==> src/hdl/mhw_pkg.sv <==
// shared types, codes and reset values for the heartbeat watchdog
package mhw_pkg;

  localparam int CHANNELS_DEF = 16;
  localparam int CH_W         = 4;
  localparam int GEN_W        = 32;
  localparam int BEAT_W       = 48;
  localparam int TIME_W       = 40;
  localparam int CNT_W        = 4;
  localparam int STATUS_W     = 4;
  localparam int UNIT_W       = 48;

  // transaction kinds
  localparam logic [1:0] KIND_REGISTER   = 2'd0;
  localparam logic [1:0] KIND_UNREGISTER = 2'd1;
  localparam logic [1:0] KIND_CHECK      = 2'd2;
  localparam logic [1:0] KIND_RECOVERED  = 2'd3;

  // result status codes
  localparam logic [STATUS_W-1:0] ST_ACK         = 4'd0;
  localparam logic [STATUS_W-1:0] ST_UNMONITORED = 4'd1;
  localparam logic [STATUS_W-1:0] ST_NOT_LIVE    = 4'd2;
  localparam logic [STATUS_W-1:0] ST_REGENERATED = 4'd3;
  localparam logic [STATUS_W-1:0] ST_PROGRESS    = 4'd4;
  localparam logic [STATUS_W-1:0] ST_WAITING     = 4'd5;
  localparam logic [STATUS_W-1:0] ST_RESTART     = 4'd6;
  localparam logic [STATUS_W-1:0] ST_LIMIT       = 4'd7;
  localparam logic [STATUS_W-1:0] ST_COOLDOWN    = 4'd8;
  localparam logic [STATUS_W-1:0] ST_RECOVERED   = 4'd9;
  localparam logic [STATUS_W-1:0] ST_REC_FAILED  = 4'd10;

  // configuration register indexes
  localparam logic [1:0] REG_TIMEOUT  = 2'd0;
  localparam logic [1:0] REG_MAX_RST  = 2'd1;
  localparam logic [1:0] REG_COOLDOWN = 2'd2;

  localparam logic [31:0]      TIMEOUT_RST  = 32'd2000;
  localparam logic [CNT_W-1:0] MAX_RST_RST  = 4'd3;
  localparam logic [31:0]      COOLDOWN_RST = 32'd5000;

  typedef struct packed {
    logic [GEN_W-1:0]  gen;
    logic [BEAT_W-1:0] beat;
    logic [TIME_W-1:0] prog;
    logic [CNT_W-1:0]  rcnt;
    logic [TIME_W-1:0] lrt;
  } entry_t;

endpackage

==> src/hdl/multichannel_heartbeat_watchdog.sv <==
// heartbeat watchdog over a channel table, one shared subtractor under a sequencer
// register, unregister and recovery-done transactions pass IDLE, EVAL and DONE; checks may
// also pass STALL, TMO, LIM and COOL; a new transaction is taken the cycle after the result
// is loaded, so only one is in flight, and result channel stalls hold it in DONE; the 49-bit
// subtract/compare unit steps through the beat, stall, timeout, limit and cooldown compares
// reset (synchronous, active low) clears valid bits, counters and registers to defaults;
// the entry table itself is not cleared, there is no clearing pass
module multichannel_heartbeat_watchdog #(
  parameter int CHANNELS = mhw_pkg::CHANNELS_DEF
) (
  input  logic                          clk,
  input  logic                          rst_n,
  input  logic                          in_valid,
  output logic                          in_ready,
  input  logic [1:0]                    in_kind,
  input  logic [mhw_pkg::CH_W-1:0]      in_channel,
  input  logic [mhw_pkg::GEN_W-1:0]     in_generation,
  input  logic [mhw_pkg::BEAT_W-1:0]    in_heartbeat,
  input  logic [mhw_pkg::TIME_W-1:0]    in_now_ms,
  input  logic                          in_worker_present,
  input  logic                          in_worker_active,
  input  logic                          in_recovery_ok,
  output logic                          out_valid,
  input  logic                          out_ready,
  output logic [mhw_pkg::STATUS_W-1:0]  out_status,
  output logic                          out_hang_found,
  output logic                          out_mark_failed,
  output logic                          out_restart_request,
  output logic                          out_mark_error,
  output logic [31:0]                   out_hang_total,
  output logic [4:0]                    out_monitored_count,
  output logic [mhw_pkg::CNT_W-1:0]     out_restarts_used,
  input  logic                          psel,
  input  logic                          penable,
  input  logic                          pwrite,
  input  logic [3:0]                    paddr,
  input  logic [31:0]                   pwdata,
  output logic [31:0]                   prdata,
  output logic                          pready
);

  localparam int CH_SPAN = 2 ** mhw_pkg::CH_W;
  localparam int DEPTH   = (CHANNELS < CH_SPAN) ? CHANNELS : CH_SPAN;
  localparam int IDX_W   = (DEPTH > 1) ? $clog2(DEPTH) : 1;
  localparam logic [8:0] CH_LIMIT = 9'(CHANNELS);

  localparam logic [2:0] S_IDLE  = 3'd0;
  localparam logic [2:0] S_EVAL  = 3'd1;
  localparam logic [2:0] S_STALL = 3'd2;
  localparam logic [2:0] S_TMO   = 3'd3;
  localparam logic [2:0] S_LIM   = 3'd4;
  localparam logic [2:0] S_COOL  = 3'd5;
  localparam logic [2:0] S_DONE  = 3'd6;

  // control state
  logic [2:0]                 state_r, state_nxt;
  logic [DEPTH-1:0]           valid_r, valid_nxt;
  logic [4:0]                 cnt_r, cnt_nxt;
  logic [31:0]                hang_cnt_r, hang_cnt_nxt;
  logic [31:0]                timeout_r, cooldown_r;
  logic [mhw_pkg::CNT_W-1:0]  max_rst_r;
  logic                       out_valid_r;

  // item and working payload
  logic [1:0]                     kind_r;
  logic [mhw_pkg::CH_W-1:0]       ch_r;
  logic [mhw_pkg::GEN_W-1:0]      gen_r;
  logic [mhw_pkg::BEAT_W-1:0]     beat_r;
  logic [mhw_pkg::TIME_W-1:0]     now_r;
  logic                           present_r, active_r, rec_ok_r;
  mhw_pkg::entry_t                wk_r, wk_nxt;
  logic [mhw_pkg::UNIT_W-1:0]     sub_r, sub_nxt;
  logic [mhw_pkg::STATUS_W-1:0]   st_r, st_nxt;
  logic                           hang_r, hang_nxt;
  logic                           rst_r, rst_nxt;
  logic                           err_r, err_nxt;
  logic                           wr_r, wr_nxt;

  logic [mhw_pkg::STATUS_W-1:0]   o_status_r;
  logic                           o_hang_r, o_rst_r, o_err_r;
  logic [31:0]                    o_hang_tot_r;
  logic [4:0]                     o_cnt_r;
  logic [mhw_pkg::CNT_W-1:0]      o_used_r;

  mhw_pkg::entry_t mem [DEPTH];

  logic                       accept, out_free, finish, cfg_wr, in_range;
  logic [IDX_W-1:0]           in_idx, idx_r;
  logic [mhw_pkg::UNIT_W-1:0] unit_a, unit_b;
  logic [mhw_pkg::UNIT_W:0]   unit_diff;
  logic                       borrow;
  mhw_pkg::entry_t            enrolled;

  assign in_ready = (state_r == S_IDLE);
  assign accept   = in_valid && in_ready;
  assign out_free = !out_valid_r || out_ready;
  assign finish   = (state_r == S_DONE) && out_free;
  assign in_idx   = in_channel[IDX_W-1:0];
  assign idx_r    = ch_r[IDX_W-1:0];
  assign in_range = ({5'd0, ch_r} < CH_LIMIT);
  assign pready   = 1'b1;
  assign cfg_wr   = psel && penable && pwrite;

  assign enrolled = '{gen: gen_r, beat: '0, prog: now_r, rcnt: '0, lrt: '0};

  // shared subtract/compare unit
  always_comb begin
    unit_a = '0;
    unit_b = '0;
    unique case (state_r)
      S_EVAL: begin
        unit_a = wk_r.beat;
        unit_b = beat_r;
      end
      S_STALL: begin
        unit_a = mhw_pkg::UNIT_W'(now_r);
        unit_b = mhw_pkg::UNIT_W'(wk_r.prog);
      end
      S_TMO: begin
        unit_a = sub_r;
        unit_b = mhw_pkg::UNIT_W'(timeout_r);
      end
      S_LIM: begin
        unit_a = mhw_pkg::UNIT_W'(now_r);
        unit_b = mhw_pkg::UNIT_W'(wk_r.lrt);
      end
      S_COOL: begin
        unit_a = sub_r;
        unit_b = mhw_pkg::UNIT_W'(cooldown_r);
      end
      default: begin
        unit_a = '0;
        unit_b = '0;
      end
    endcase
  end

  assign unit_diff = {1'b0, unit_a} - {1'b0, unit_b};
  assign borrow    = unit_diff[mhw_pkg::UNIT_W];

  // sequencer
  always_comb begin
    state_nxt    = state_r;
    valid_nxt    = valid_r;
    cnt_nxt      = cnt_r;
    hang_cnt_nxt = hang_cnt_r;
    wk_nxt       = wk_r;
    sub_nxt      = sub_r;
    st_nxt       = st_r;
    hang_nxt     = hang_r;
    rst_nxt      = rst_r;
    err_nxt      = err_r;
    wr_nxt       = wr_r;
    unique case (state_r)
      S_IDLE: begin
        if (accept) begin
          state_nxt = S_EVAL;
          st_nxt    = mhw_pkg::ST_UNMONITORED;
          hang_nxt  = 1'b0;
          rst_nxt   = 1'b0;
          err_nxt   = 1'b0;
          wr_nxt    = 1'b0;
        end
      end
      S_EVAL: begin
        state_nxt = S_DONE;
        if (!in_range) begin
          st_nxt = mhw_pkg::ST_UNMONITORED;
        end else begin
          unique case (kind_r)
            mhw_pkg::KIND_REGISTER: begin
              st_nxt = mhw_pkg::ST_ACK;
              wk_nxt = enrolled;
              wr_nxt = 1'b1;
              valid_nxt[idx_r] = 1'b1;
              if (!valid_r[idx_r]) cnt_nxt = cnt_r + 5'd1;
            end
            mhw_pkg::KIND_UNREGISTER: begin
              st_nxt = mhw_pkg::ST_ACK;
              valid_nxt[idx_r] = 1'b0;
              if (valid_r[idx_r]) cnt_nxt = cnt_r - 5'd1;
            end
            mhw_pkg::KIND_RECOVERED: begin
              if (rec_ok_r) begin
                st_nxt = mhw_pkg::ST_RECOVERED;
                wk_nxt = enrolled;
                wr_nxt = 1'b1;
                valid_nxt[idx_r] = 1'b1;
                if (!valid_r[idx_r]) cnt_nxt = cnt_r + 5'd1;
              end else begin
                st_nxt  = mhw_pkg::ST_REC_FAILED;
                err_nxt = 1'b1;
              end
            end
            default: begin
              if (!valid_r[idx_r]) begin
                st_nxt = mhw_pkg::ST_UNMONITORED;
              end else if (!present_r || !active_r) begin
                st_nxt = mhw_pkg::ST_NOT_LIVE;
              end else if (gen_r != wk_r.gen) begin
                st_nxt = mhw_pkg::ST_REGENERATED;
                wk_nxt = enrolled;
                wr_nxt = 1'b1;
              end else if (borrow) begin
                // heartbeat moved past the stored one
                st_nxt      = mhw_pkg::ST_PROGRESS;
                wk_nxt.beat = beat_r;
                wk_nxt.prog = now_r;
                wr_nxt      = 1'b1;
              end else begin
                state_nxt = S_STALL;
              end
            end
          endcase
        end
      end
      S_STALL: begin
        if (borrow) begin
          // clock behind the progress time counts as within the timeout
          st_nxt    = mhw_pkg::ST_WAITING;
          state_nxt = S_DONE;
        end else begin
          sub_nxt   = unit_diff[mhw_pkg::UNIT_W-1:0];
          state_nxt = S_TMO;
        end
      end
      S_TMO: begin
        if (borrow) begin
          st_nxt    = mhw_pkg::ST_WAITING;
          state_nxt = S_DONE;
        end else begin
          hang_nxt  = 1'b1;
          if (hang_cnt_r != '1) hang_cnt_nxt = hang_cnt_r + 32'd1;
          state_nxt = S_LIM;
        end
      end
      S_LIM: begin
        state_nxt = S_DONE;
        if (wk_r.rcnt >= max_rst_r) begin
          st_nxt = mhw_pkg::ST_LIMIT;
        end else if (wk_r.lrt == '0) begin
          st_nxt      = mhw_pkg::ST_RESTART;
          rst_nxt     = 1'b1;
          wk_nxt.rcnt = wk_r.rcnt + 4'd1;
          wk_nxt.lrt  = now_r;
          wr_nxt      = 1'b1;
        end else if (borrow) begin
          st_nxt = mhw_pkg::ST_COOLDOWN;
        end else begin
          sub_nxt   = unit_diff[mhw_pkg::UNIT_W-1:0];
          state_nxt = S_COOL;
        end
      end
      S_COOL: begin
        state_nxt = S_DONE;
        if (borrow) begin
          st_nxt = mhw_pkg::ST_COOLDOWN;
        end else begin
          st_nxt      = mhw_pkg::ST_RESTART;
          rst_nxt     = 1'b1;
          wk_nxt.rcnt = wk_r.rcnt + 4'd1;
          wk_nxt.lrt  = now_r;
          wr_nxt      = 1'b1;
        end
      end
      S_DONE: begin
        if (out_free) state_nxt = S_IDLE;
      end
      default: begin
        state_nxt = S_IDLE;
      end
    endcase
  end

  always_ff @(posedge clk) begin
    if (!rst_n) begin
      state_r     <= S_IDLE;
      valid_r     <= '0;
      cnt_r       <= '0;
      hang_cnt_r  <= '0;
      timeout_r   <= mhw_pkg::TIMEOUT_RST;
      max_rst_r   <= mhw_pkg::MAX_RST_RST;
      cooldown_r  <= mhw_pkg::COOLDOWN_RST;
      out_valid_r <= 1'b0;
    end else begin
      state_r    <= state_nxt;
      valid_r    <= valid_nxt;
      cnt_r      <= cnt_nxt;
      hang_cnt_r <= hang_cnt_nxt;
      if (cfg_wr) begin
        unique case (paddr[3:2])
          mhw_pkg::REG_TIMEOUT:  timeout_r  <= pwdata;
          mhw_pkg::REG_MAX_RST:  max_rst_r  <= pwdata[mhw_pkg::CNT_W-1:0];
          mhw_pkg::REG_COOLDOWN: cooldown_r <= pwdata;
          default: ;
        endcase
      end
      if (finish) begin
        out_valid_r <= 1'b1;
      end else if (out_ready) begin
        out_valid_r <= 1'b0;
      end
    end
  end

  always_ff @(posedge clk) begin
    if (accept) begin
      kind_r    <= in_kind;
      ch_r      <= in_channel;
      gen_r     <= in_generation;
      beat_r    <= in_heartbeat;
      now_r     <= in_now_ms;
      present_r <= in_worker_present;
      active_r  <= in_worker_active;
      rec_ok_r  <= in_recovery_ok;
      wk_r      <= mem[in_idx];
    end else begin
      wk_r <= wk_nxt;
    end
    sub_r  <= sub_nxt;
    st_r   <= st_nxt;
    hang_r <= hang_nxt;
    rst_r  <= rst_nxt;
    err_r  <= err_nxt;
    wr_r   <= wr_nxt;
    if (finish && wr_r) mem[idx_r] <= wk_r;
    if (finish) begin
      o_status_r   <= st_r;
      o_hang_r     <= hang_r;
      o_rst_r      <= rst_r;
      o_err_r      <= err_r;
      o_hang_tot_r <= hang_cnt_r;
      o_cnt_r      <= cnt_r;
      o_used_r     <= (in_range && valid_r[idx_r]) ? wk_r.rcnt : '0;
    end
  end

  always_comb begin
    unique case (paddr[3:2])
      mhw_pkg::REG_TIMEOUT:  prdata = timeout_r;
      mhw_pkg::REG_MAX_RST:  prdata = {28'd0, max_rst_r};
      mhw_pkg::REG_COOLDOWN: prdata = cooldown_r;
      default:               prdata = '0;
    endcase
  end

  assign out_valid           = out_valid_r;
  assign out_status          = o_status_r;
  assign out_hang_found      = o_hang_r;
  assign out_mark_failed     = o_hang_r;
  assign out_restart_request = o_rst_r;
  assign out_mark_error      = o_err_r;
  assign out_hang_total      = o_hang_tot_r;
  assign out_monitored_count = o_cnt_r;
  assign out_restarts_used   = o_used_r;

  // monitored count tracks the valid bits
  a_cnt_matches: assert property (@(posedge clk) disable iff (!rst_n)
    32'(cnt_r) == $countones(valid_r))
    else $error("monitored count out of step with valid bits");

  a_one_at_a_time: assert property (@(posedge clk) disable iff (!rst_n)
    accept |=> !in_ready)
    else $error("new transaction taken while one is in flight");

  a_restart_needs_hang: assert property (@(posedge clk) disable iff (!rst_n)
    out_valid_r && o_rst_r |-> o_hang_r && o_status_r == mhw_pkg::ST_RESTART)
    else $error("restart requested without a hang");

  a_hang_monotonic: assert property (@(posedge clk)
    rst_n && $past(rst_n) |-> hang_cnt_r >= $past(hang_cnt_r))
    else $error("hang counter went backwards");

endmodule
==> config.mk <==
export PLATFORM = sky130hd
export DESIGN_NAME = multichannel_heartbeat_watchdog
export DESIGN_NICKNAME = d
export VERILOG_FILES = /design/src/hdl/mhw_pkg.sv /design/src/hdl/multichannel_heartbeat_watchdog.sv
export SDC_FILE = /design/constraint.sdc
export NUM_CORES = 2
export LEC_CHECK = 0
export BUFFER_PORTS_ARGS = -buffer_cell sky130_fd_sc_hd__buf_2
export CAP_MARGIN = 0
export CORE_UTILIZATION = 55
export CTS_CLUSTER_DIAMETER = 200
export CTS_CLUSTER_SIZE = 28
export DETAILED_ROUTE_END_ITERATION = 6
export PLACE_DENSITY_LB_ADDON = 0.25
export SLEW_MARGIN = 10
export SYNTH_ARGS = -nofsm -noshare
export SYNTH_HDL_FRONTEND = slang
export SYNTH_SLANG_ARGS = --single-unit
==> constraint.sdc <==
create_clock -name clk -period 33 [get_ports clk]
set_input_delay 0 -clock clk [delete_from_list [all_inputs] [get_ports clk]]
set_output_delay 0 -clock clk [all_outputs]
set_load 0.02 [all_outputs]
==> parameters.txt <==
Parameter                              Value

Routing
  DR vias/cell ... 6.66
  Total length of routed wires ... ~320000 microns
  Count of antenna-violating nets left after detailed routing ... 0
  Wire per inst ... around 33 microns
  1st-pass router iterations ... 7
  DR DRC count ... 6
  Count of vias placed by the detailed router ... 63900
  Number of design-rule violations left by the first detailed-router iteration ... 9438

Setup path
  Worst Path Arrival ... approximately 8500 ps
  Crit path max-delay cell type ... sky130_fd_sc_hd__buf_4
  Worst reg-to-reg path cell count ... 18
  Combined buffer and inverter count along the critical path ... 5
  Crit path top cell by count ... sky130_fd_sc_hd__buf_4
  Highest net fanout along the worst path ... 50
  Crit Path Class ... reg -> reg
  CP max stage delay ... around 810 ps
  Worst endpoint required time ... around 33000 ps
  Crit start category ... register
  R2r endpoint ... wk_r[101]
  Crit path capture type ... register
  R2R Setup Slk ... about 25000 ps
  R2r startpoint ... state_r[2]
  Dominant delay contributor by cell family on the critical path ... compound AO/OA/AOI/OAI gates
  List of cells traversed by the critical path ... buf_4 -> nand2_2 -> buf_4 -> clkinv_2 -> nor2_4 -> buf_4 -> o21ai_0 -> ha_1 -> a21oi_1 -> o21ai_1 -> a311oi_1 -> o21ai_1 -> a211oi_2 -> a211o_1 -> and2_4 -> nor2_1 -> a21oi_4 -> buf_4

Place
  Number of port buffers ... around 250
  HPWL reported at the end of detailed placement ... between 150000 and 200000 microns
  Placer Congestion ... just under 0.9

Logic synthesis
  Yosys top cell area share ... between 70% and 80%
  Yosys top cell by area ... sky130_fd_sc_hd__edfxtp_1
  Fraction of the yosys area taken by sequential cells ... 75.5%
  Unique masters post-synth ... 71
  Post-Syn Area ... about 0.12 sq mm
  Register bit count reported by yosys ... ~3100
  Warnings from Yosys ... 0
  Cell count after synthesis ... between 6000 and 7000
  Largest cells by area after synthesis ... sky130_fd_sc_hd__edfxtp_1, sky130_fd_sc_hd__mux4_2, sky130_fd_sc_hd__dfxtp_1
  Mean post-synth cell area ... 20.5 sq um
  Ys async rst share ... 0%
  Post-synth net total ... between 6000 and 7000
  Most used flip-flop cell after synthesis ... sky130_fd_sc_hd__edfxtp_1
  Count of flip-flops with a built-in enable after synthesis ... about 3000

Clocking
  Sinks on the clock net ... ~3100
  H-Tree Level Count ... 4
  CTS tree ... done
  TritonCTS buffer count ... 130
  Longest Clk Path Bufs ... 3
  Clock-pin slew on the worst setup and hold paths ... about 110 ps
  Post-cts resize count ... 0
  Root Buffer Master ... sky130_fd_sc_hd__clkbuf_16
  Insertion delay to the later sink of the worst-skew pair ... 870 ps

STA
  Max Fclk ... 125 MHz
  Count of endpoints failing setup in the final report ... 0
  Headroom to the max-slew limit ... a little under a fifth
  Clk_skew ... ~58 ps
  Final worst path period share ... 24.2%
  RSZ-0062 raised after global routing ... false
  Pin slew with the least headroom to its limit ... about 1200 ps
  Number of hold-slack violations in the final timing report ... 0
  Post-route minimum period ... roughly 8000 ps
  Hold_ws ... slightly below 70 ps
  Max Transition Viols Final ... 0
  Total negative slack for setup checks ... 0 ps

Die
  Starting density of the core ... a little under three fifths
  Die area ... about 0.23 sq mm
  Die X ... ~480 microns
  Rows ... roughly 170
  Vertical extent of the die ... 476 microns
  Core box area ... between 0.2 and 0.25 sq mm
  Count of pins on the block boundary ... ~260

Global routing
  Antenna violations before repair ... 10
  First-pass GRT wire length ... between 400000 and 500000 microns
  Largest net degree at the start of global routing ... ~120
  Number of global-route vias before repair ... around 63000
  GRT Residual Overflow ... 0
  Overall routing resource usage ... 28.6%

Pwr
  Static Leakage ... 42.9 nW
  Pwr/cell area ... just over 70 mW/mm^2
  Worst vdd ir ... ~100 uV

Worst hold path
  Capture endpoint of the worst hold path ... wk_r[161]
  Depth of the worst hold-timing path ... 4
  HP Start ... in_channel[2]
  Type of the tightest min-delay check ... in -> reg

Outcome
  Failing checks ... DRC
  Result of the run ... finished, violations left

Layout
  Number of nets in the finished design ... approximately 6800
  Layout cell share with drive strength beyond 1 ... 21.1%
  Most used cells in the layout excluding fill and tap cells ... sky130_fd_sc_hd__edfxtp_1, sky130_fd_sc_hd__mux4_2, sky130_fd_sc_hd__nand2_1, sky130_fd_sc_hd__dlygate4sd3_1, sky130_fd_sc_hd__buf_2
  Synthesis-to-finish area growth ... 9.77%
  Commonest non-fill, non-tap cell in the layout ... sky130_fd_sc_hd__edfxtp_1

Run
  Number of maximum-capacitance constraint violations ... 0
## report_power, final
group          internal, W  switching [W]  leakage (nW)
combinational     0.000710        0.00131          12.7
clock             0.000769        0.00118          1.79
sequential         0.00512       0.000544          28.4
total              0.00660        0.00304          42.9
## state kept, by name, indices dropped and copies added (netlist names), 5 cells and up, named ones only
signal	flops
beat_r	48
cnt_r	5
cooldown_r	32
gen_r	32
hang_cnt_r	32
mem	2624
now_r	40
out_hang_total	32
out_monitored_count	5
sub_r	48
timeout_r	32
wk_r	164
## per-layer routing
metal | up-vias | share of wire (%) | track usage [%]
li1 | 25800 | - | -
met1 | 33900 | 38 | 40.1
met2 | 3633 | 48 | 45.5
met3 | 629 | 9.7 | 4.78
met4 | 8 | 4.4 | 11.1
met5 | - | 0.016 | 0
## cells in the mapped netlist, drive strengths merged (2+ instances only)
cell type / n
a311oi: 3
a221oi: 34
nand2b: 36
o211ai: 5
nand3b: 2
nor3: 25
a211o: 3
or4: 6
nor2: 129
a22oi: 8
mux4: 825
o311ai: 5
nor3b: 4
and4: 5
mux2i: 140
or3: 6
and3: 13
a31oi: 8
o21a: 9
o21bai: 9
o21ai: 124
inv: 30
nand3: 42
edfxtp: 3021
xor2: 47
nand2: 535
fa: 2
a211oi: 20
buf: 93
xnor2: 31
o41ai: 5
ha: 61
dfxtp: 125
nand4: 22
a21boi: 4
a21oi: 145
clkbuf: 236
o31ai: 9
a21o: 35
a22o: 91
and2: 22
nor4: 39
nor2b: 9
## cell type report
class	instances	area [sq um]
multi-input cells	2533	29100
inverters	31	126
clock buffers	180	3550
well taps	2975	3720
fillers	15300	87100
clock inverters	10	148
flip-flops and latches	3146	93200
diodes	5	12.5
repair buffers	714	5730
## logic make-up after synthesis
logic type	count (synthesis)	synth area share, %
adders and majority gates	63	0.650
AOI/OAI and AO/OA	527	2.82
DFF	3146	75.5
and+or+nand+nor	898	3.17
muxes	966	16.2
buffers and inverters	360	1.14
other	1	0.00304
xor gates and xnor gates	78	0.553
## how the worst max path moves through the flow
stage	startpoint	endpoint	slack [ps]	cells past startpoint
after detailed placement	state_r[2]	wk_r[107]	25220	18
after global routing	state_r[2]	wk_r[100]	24920	18
after floorplan	state_r[1]	mem[12][0]	17440	7
after global placement	state_r[2]	wk_r[107]	25300	18
after CTS	state_r[1]	wk_r[100]	25160	18
final	state_r[2]	wk_r[101]	25010	18
## stage by stage
stage | area (sq um) | worst slack [ps] | utilization (%) | instances | total power [W]
detailed placement | 129000 | 25220 | 57.7 | 9065 | 0.00768
floorplan | 124000 | 17440 | - | 6039 | 0.00684
CTS | 136000 | 25160 | 60.9 | 9589 | 0.00960
global placement | 129000 | 25300 | 57.7 | 9065 | 0.00762
global route | 136000 | 24920 | 60.9 | 9590 | 0.00994
finish | 136000 | 25010 | 60.9 | 9594 | 0.00964
## what timing repair did
action                    in CTS  in global routing
hold buffers                 334                  0
buffers inserted               0                  0
hold endpoints to repair     319                  0
## worst min-delay path: stages
cell	delay [ps]
sky130_fd_sc_hd__buf_8	270
sky130_fd_sc_hd__mux4_2	430
sky130_fd_sc_hd__nand2_1	50
sky130_fd_sc_hd__nand2_1	50
Note: power is estimated with default switching activity, not from simulation.
